==> config.mk <==
export PLATFORM = sky130hd
export DESIGN_NAME = tkst_ctrl
export DESIGN_NICKNAME = d
export VERILOG_FILES = /design/src/sv/tkst_pkg.sv /design/src/sv/tkst_ctrl.sv
export SDC_FILE = /design/constraint.sdc
export NUM_CORES = 1
export LEC_CHECK = 0
export ABC_AREA = 1
export BUFFER_PORTS_ARGS = -buffer_cell sky130_fd_sc_hd__buf_4
export CORE_AREA = 2 2 39 41
export CTS_CLUSTER_DIAMETER = 80
export DETAILED_ROUTE_END_ITERATION = 6
export DIE_AREA = 0 0 41 43
export HOLD_SLACK_MARGIN = 0.02
export PLACE_DENSITY = 0.41
export RECOVER_POWER = 25
export SYNTH_ARGS = -nofsm -noshare
export SYNTH_HDL_FRONTEND = slang
export SYNTH_SLANG_ARGS = --single-unit
export TNS_END_PERCENT = 5
==> constraint.sdc <==
create_clock -name i_clk -period 1.05 [get_ports i_clk]
set_input_delay 0.21 -clock i_clk [delete_from_list [all_inputs] [get_ports i_clk]]
set_output_delay 0.21 -clock i_clk [all_outputs]
set_load 0.01 [all_outputs]
==> src/sv/tkst_pkg.sv <==
`default_nettype none
package tkst_pkg;

    // Fixed field widths
    localparam int CFG_BITS        = 7;
    localparam int SUM_BITS        = 38;
    localparam int NUM_ENTRIES_DEF = 64;
    localparam int VALUE_BITS_DEF  = 32;

    // Register indexes on the configuration port
    localparam logic REG_ENTRIES_IN_USE = 1'b0;
    localparam logic REG_TOP_COUNT      = 1'b1;

    typedef enum logic [2:0] {
        S_IDLE,
        S_FIND,
        S_REMOVE,
        S_INSERT,
        S_SCAN,
        S_DONE
    } t_state;

    // Controller to datapath
    typedef struct packed {
        logic load;
        logic find;
        logic remove;
        logic insert;
        logic accum;
        logic finish;
    } t_cmd;

    // Datapath to controller
    typedef struct packed {
        logic last;
        logic err;
    } t_status;

endpackage
`default_nettype wire

==> src/sv/tkst_ctrl.sv <==
`default_nettype none
module tkst_ctrl (
    input  wire                 i_clk,
    input  wire                 i_rst_n,
    input  wire                 i_valid,
    output logic                o_ready,
    output logic                o_valid,
    input  wire                 i_ready,
    input  tkst_pkg::t_status   i_status,
    output tkst_pkg::t_cmd      o_cmd
);
    import tkst_pkg::*;

    t_state r_state;
    t_state n_state;

    // State register
    always_ff @(posedge i_clk) begin
        if (!i_rst_n)
            r_state <= S_IDLE;
        else
            r_state <= n_state;
    end

    // Next state and commands
    always_comb begin
        n_state = r_state;
        o_cmd   = '0;
        o_ready = 1'b0;
        o_valid = 1'b0;
        case (r_state)
            S_IDLE: begin
                o_ready = 1'b1;
                if (i_valid) begin
                    o_cmd.load = 1'b1;
                    n_state    = S_FIND;
                end
            end
            S_FIND: begin
                o_cmd.find = 1'b1;
                if (i_status.last)
                    n_state = i_status.err ? S_SCAN : S_REMOVE;
            end
            S_REMOVE: begin
                o_cmd.remove = 1'b1;
                n_state      = S_INSERT;
            end
            S_INSERT: begin
                o_cmd.insert = 1'b1;
                n_state      = S_SCAN;
            end
            S_SCAN: begin
                o_cmd.accum = 1'b1;
                if (i_status.last)
                    n_state = S_DONE;
            end
            S_DONE: begin
                o_cmd.finish = 1'b0;
                o_valid      = 1'b1;
                if (i_ready)
                    n_state = S_IDLE;
            end
            default: n_state = S_IDLE;
        endcase
        // Latch the result as the scan ends
        if (r_state == S_SCAN && i_status.last)
            o_cmd.finish = 1'b1;
    end

    a_err_skips: assert property (@(posedge i_clk) disable iff (!i_rst_n)
        (r_state == S_FIND && i_status.last && i_status.err) |=> r_state == S_SCAN)
        else $error("bad index did not skip the update");
    a_scan_done: assert property (@(posedge i_clk) disable iff (!i_rst_n)
        (r_state == S_SCAN && i_status.last) |=> r_state == S_DONE)
        else $error("scan did not end in result state");
    a_insert_follows: assert property (@(posedge i_clk) disable iff (!i_rst_n)
        r_state == S_INSERT |-> $past(r_state) == S_REMOVE)
        else $error("insert without remove");

endmodule
`default_nettype wire

* After elaboration in Yosys (flattened, before gate mapping) *
Cells that the tools add are included.

storage, ports and cells
  bits in registers = 3
  output and inout port bits = 8
  word-level logic and storage cells = 28

cells by class
  eq/ne operators = 9
  mux-type cells = 15
  reductions and logical operators = 3

operators with widths
  cell                                                              number
  3-bit case mux with 6 select lines                                1
  3-bit two-way mux                                                 5
  1-bit two-way mux                                                 9
  2-bit != test (second input constant)                             4
  3-bit by 2-bit == test with 1-bit output (second input constant)  2
  3-bit == test (second input constant)                             2
  4-bit AND reduction                                               1
  3-bit by 1-bit == test with 1-bit output (second input constant)  1
  3-bit zero test                                                   1
  1-bit logical AND                                                 1

* Depth between registers and ports, before layout *
  depth in word-level cells = 3
  mapped depth = 7
  depth with buffers taken out = 7

* Worst setup path after synthesis *
Ideal clock, no wire load.

  path kind = register -> register
  start = reg r_state[0]
  end = reg r_state[2]
  library setup time = 0.113 ns
  arrival time = 0.864 ns
  data required time = 0.937 ns
  setup slack = 0.073 ns
  stages on the path, launching flop included = 8
  buffers on the path = 0
  clock period less this slack = 0.977 ns
  path through = dfxtp_1 nor2_2 nand2_1 inv_1 nor2_1 nand3_1 nand2_1 nor2_1

between the ends
  word-level cells in the longest chain between the ends = 3
  elaborated cells between the ends (all ways) = 12
  classes of those cells = eq/ne: 9; mux: 1; reduce/logical: 2

ends and longest elaborated chain
  what                                                                    line             text
  start, declared                                                         tkst_ctrl.sv:14  t_state r_state;
  start signal, assigned                                                  tkst_ctrl.sv:22  r_state <= n_state;
  3-bit by 1-bit == test with 1-bit output, or another cell as far along  tkst_ctrl.sv:31  case (r_state)
  2-bit != test (no line)                                                 n/a
  4-bit AND reduction (no line)                                           n/a

Parallel ways exist; a longest one is shown, timed or not.
A chain may end at the register's enable or synchronous reset.

==> impl_metrics.env <==
export IMPL_die_h_um=43
export IMPL_layout_setup_ws_ns=-0.181
export IMPL_wl_um=853
export IMPL_initial_core_util_pct=18.4
export IMPL_drt_met1_wl_um=363
export IMPL_drt_vias_per_instance=4.02
export IMPL_track_usage_pct=10.7
export IMPL_globalplace_congestion=0.664
export IMPL_postCtsHoldBufs=0
export IMPL_yosysSeqAreaShare_pct=23.5
export IMPL_status="finished with violations"
export IMPL_place_hpwl_um=600
export IMPL_fin_crit_ns=1.23
export IMPL_core_um2=1380
export IMPL_drc=0
export IMPL_areaGrowthSynthToFinish_pct=101
export IMPL_worstMarginPinSlew_ns=0.206
export IMPL_largestRegisters="r_state (3)"
export IMPL_required_ns=0.84
export IMPL_hold_path_class="input pin to flop"
export IMPL_drv_slew=0
export IMPL_ant_nets=0
export IMPL_grt_pass1_wl_mm=1.24
export IMPL_largest_reg_flops=3
export IMPL_layout_common_cells="21 x buf_4, 15 x nor2_1, 6 x inv_1, 6 x nand2_1, 5 x nand3_1"
export IMPL_top_layer_used="met4"
export IMPL_power_density_nw_per_um2=2840
export IMPL_dieArea_um2=1760
export IMPL_syn_avg_cell_area_um2=5.21
export IMPL_dp_slack_ns=-0.0505
export IMPL_start_kind="flop"
export IMPL_maxSlewHeadroom_pct=86.1
export IMPL_fin_util_pct=37.2
export IMPL_reg2reg_depth=8
export IMPL_die_x_um=41
export IMPL_critPathArrivalTime_ns=1.02
export IMPL_rrSetupSlack_ns=-0.14
export IMPL_critPathMaxFanout=4
export IMPL_clock_skew_ns=0.00412
export IMPL_p_leak_nw=0.291
export IMPL_syn_inst=49
export IMPL_grt_antenna_before_repair=0
export IMPL_r2r_start="r_state[0]"
export IMPL_hold_path_end="r_state[0]"
export IMPL_fmaxAchievable_ghz=0.813
export IMPL_route_met3_wl_um=46
export IMPL_pin_count=14
export IMPL_critPathCaptureType="primary output"
export IMPL_syn_area_um2=255
export IMPL_clockRootBuffer="clkbuf_4"
export IMPL_drive_above_1_share_pct=53.9
export IMPL_critical_path_class="flop to primary output"
export IMPL_maxCapViolations=0
export IMPL_clock_latency_ns=0.23
export IMPL_yosys_warnings=0
export IMPL_grt_max_degree=6
export IMPL_grt_overflow_total=0
export IMPL_grt_pass1_vias=303
export IMPL_ys_ff_latch=3
export IMPL_portBuffers=13
export IMPL_cts_tree="built"
export IMPL_violations="setup timing"
export IMPL_h_tree_depth=1
export IMPL_rsz0062_at_grt="true"
export IMPL_vdd_drop_max_uv=878
export IMPL_worst_r2r_endpoint="r_state[1]"
export IMPL_setup_viol=11
export IMPL_syn_num_nets=55
export IMPL_cts_max_path_buffers=2
export IMPL_ys_types=11
export IMPL_met2WireLength_um=427
export IMPL_wl_per_cell_um=9.27
export IMPL_vias=370
export IMPL_clk_pin_slew_ns=0.04
export IMPL_drt_initial_drc_count=1
export IMPL_numCtsBuffers=3
export IMPL_row_count=14
export IMPL_final_common_cell="buf_4"
export IMPL_n_antenna_cell=0
export IMPL_nNetsFinal=83
export IMPL_dr_pass1_iters=2
export IMPL_regMostFlops="r_state"
export IMPL_holdPathStages=3
export IMPL_fin_crit_sh_pct=117
export IMPL_power_w=0.00146
export IMPL_min_from="i_rst_n"
export IMPL_finalHoldViolCount=0
export IMPL_cts_sinks=3
kinds of logic after synthesis:
logic type	synth area share, %
AOI/OAI and AO/OA	9.80
buffers and inverters	14.7
DFF	23.5
and+or+nand+nor	52.0
through the flow:
| step | instances | setup TNS, ns | hold slack [ns] | area (µm²) |
|---|---|---|---|---|
| CTS | 92 | -1.51 | 0.208 | 514 |
| global route | 92 | -2.28 | 0.223 | 514 |
| global placement | 84 | -0.247 | 0.459 | 418 |
| floorplan | 49 | 0 | 0.321 | 255 |
| detailed placement | 84 | -0.113 | 0.451 | 418 |
| finish | 92 | -1.51 | 0.213 | 514 |
synthesized netlist by cell type:
library cell / count / area, µm²
nor2_1: 15 / 56.3
nand2_1: 9 / 33.8
inv_1: 8 / 30.0
nand3_1: 6 / 30.0
dfxtp_1: 3 / 60.1
inv_2: 2 / 7.51
nor2_2: 2 / 12.5
o21ai_0: 1 / 5.00
o21ai_1: 1 / 5.00
o21ai_2: 1 / 8.76
o22ai_1: 1 / 6.26
repair_timing:
action	in CTS	in global routing
setup endpoints to repair	11	11
pin swaps	3	1
resized for setup	15	0
setup buffers	4	0
routing by layer:
metal,vias to the layer above,track usage [%]
met5,-,0
met4,0,4.00
met3,2,3.14
met2,9,17.8
met1,157,12.2
li1,202,-
power by group:
part           total (W)  internal, W  switching [W]
Combinational    0.00102     0.000525       0.000491
Clock           0.000202     0.000142      0.0000593
Sequential      0.000243     0.000173      0.0000705
worst max-delay path by stage:
stage,from,end,slack [ns],cells after the start
after floorplan,r_state[0],r_state[2],0.07,7
after global placement,r_state[2],r_state[0],-0.09,6
after detailed placement,r_state[2],r_state[0],-0.05,6
after CTS,r_state[1],o_cmd[4],-0.18,4
after global routing,r_state[1],o_cmd[4],-0.25,4
final,r_state[0],o_cmd[3],-0.18,5
worst max-delay path, stage by stage, from the launching register on:
cell     delay (ns)
dfxtp_4        0.36
buf_6          0.12
inv_2          0.05
nand2_2        0.04
nor2_1         0.10
buf_4          0.12
area by class of cell:
cell class,instances,area [µm²]
inverter,10,40.0
sequential,3,66.3
multi-input combinational,36,181
fill,168,870
timing repair buffer,23,180
tap,16,20.0
clock buffer,4,26.3
Power figures use the tool's default switching activity.
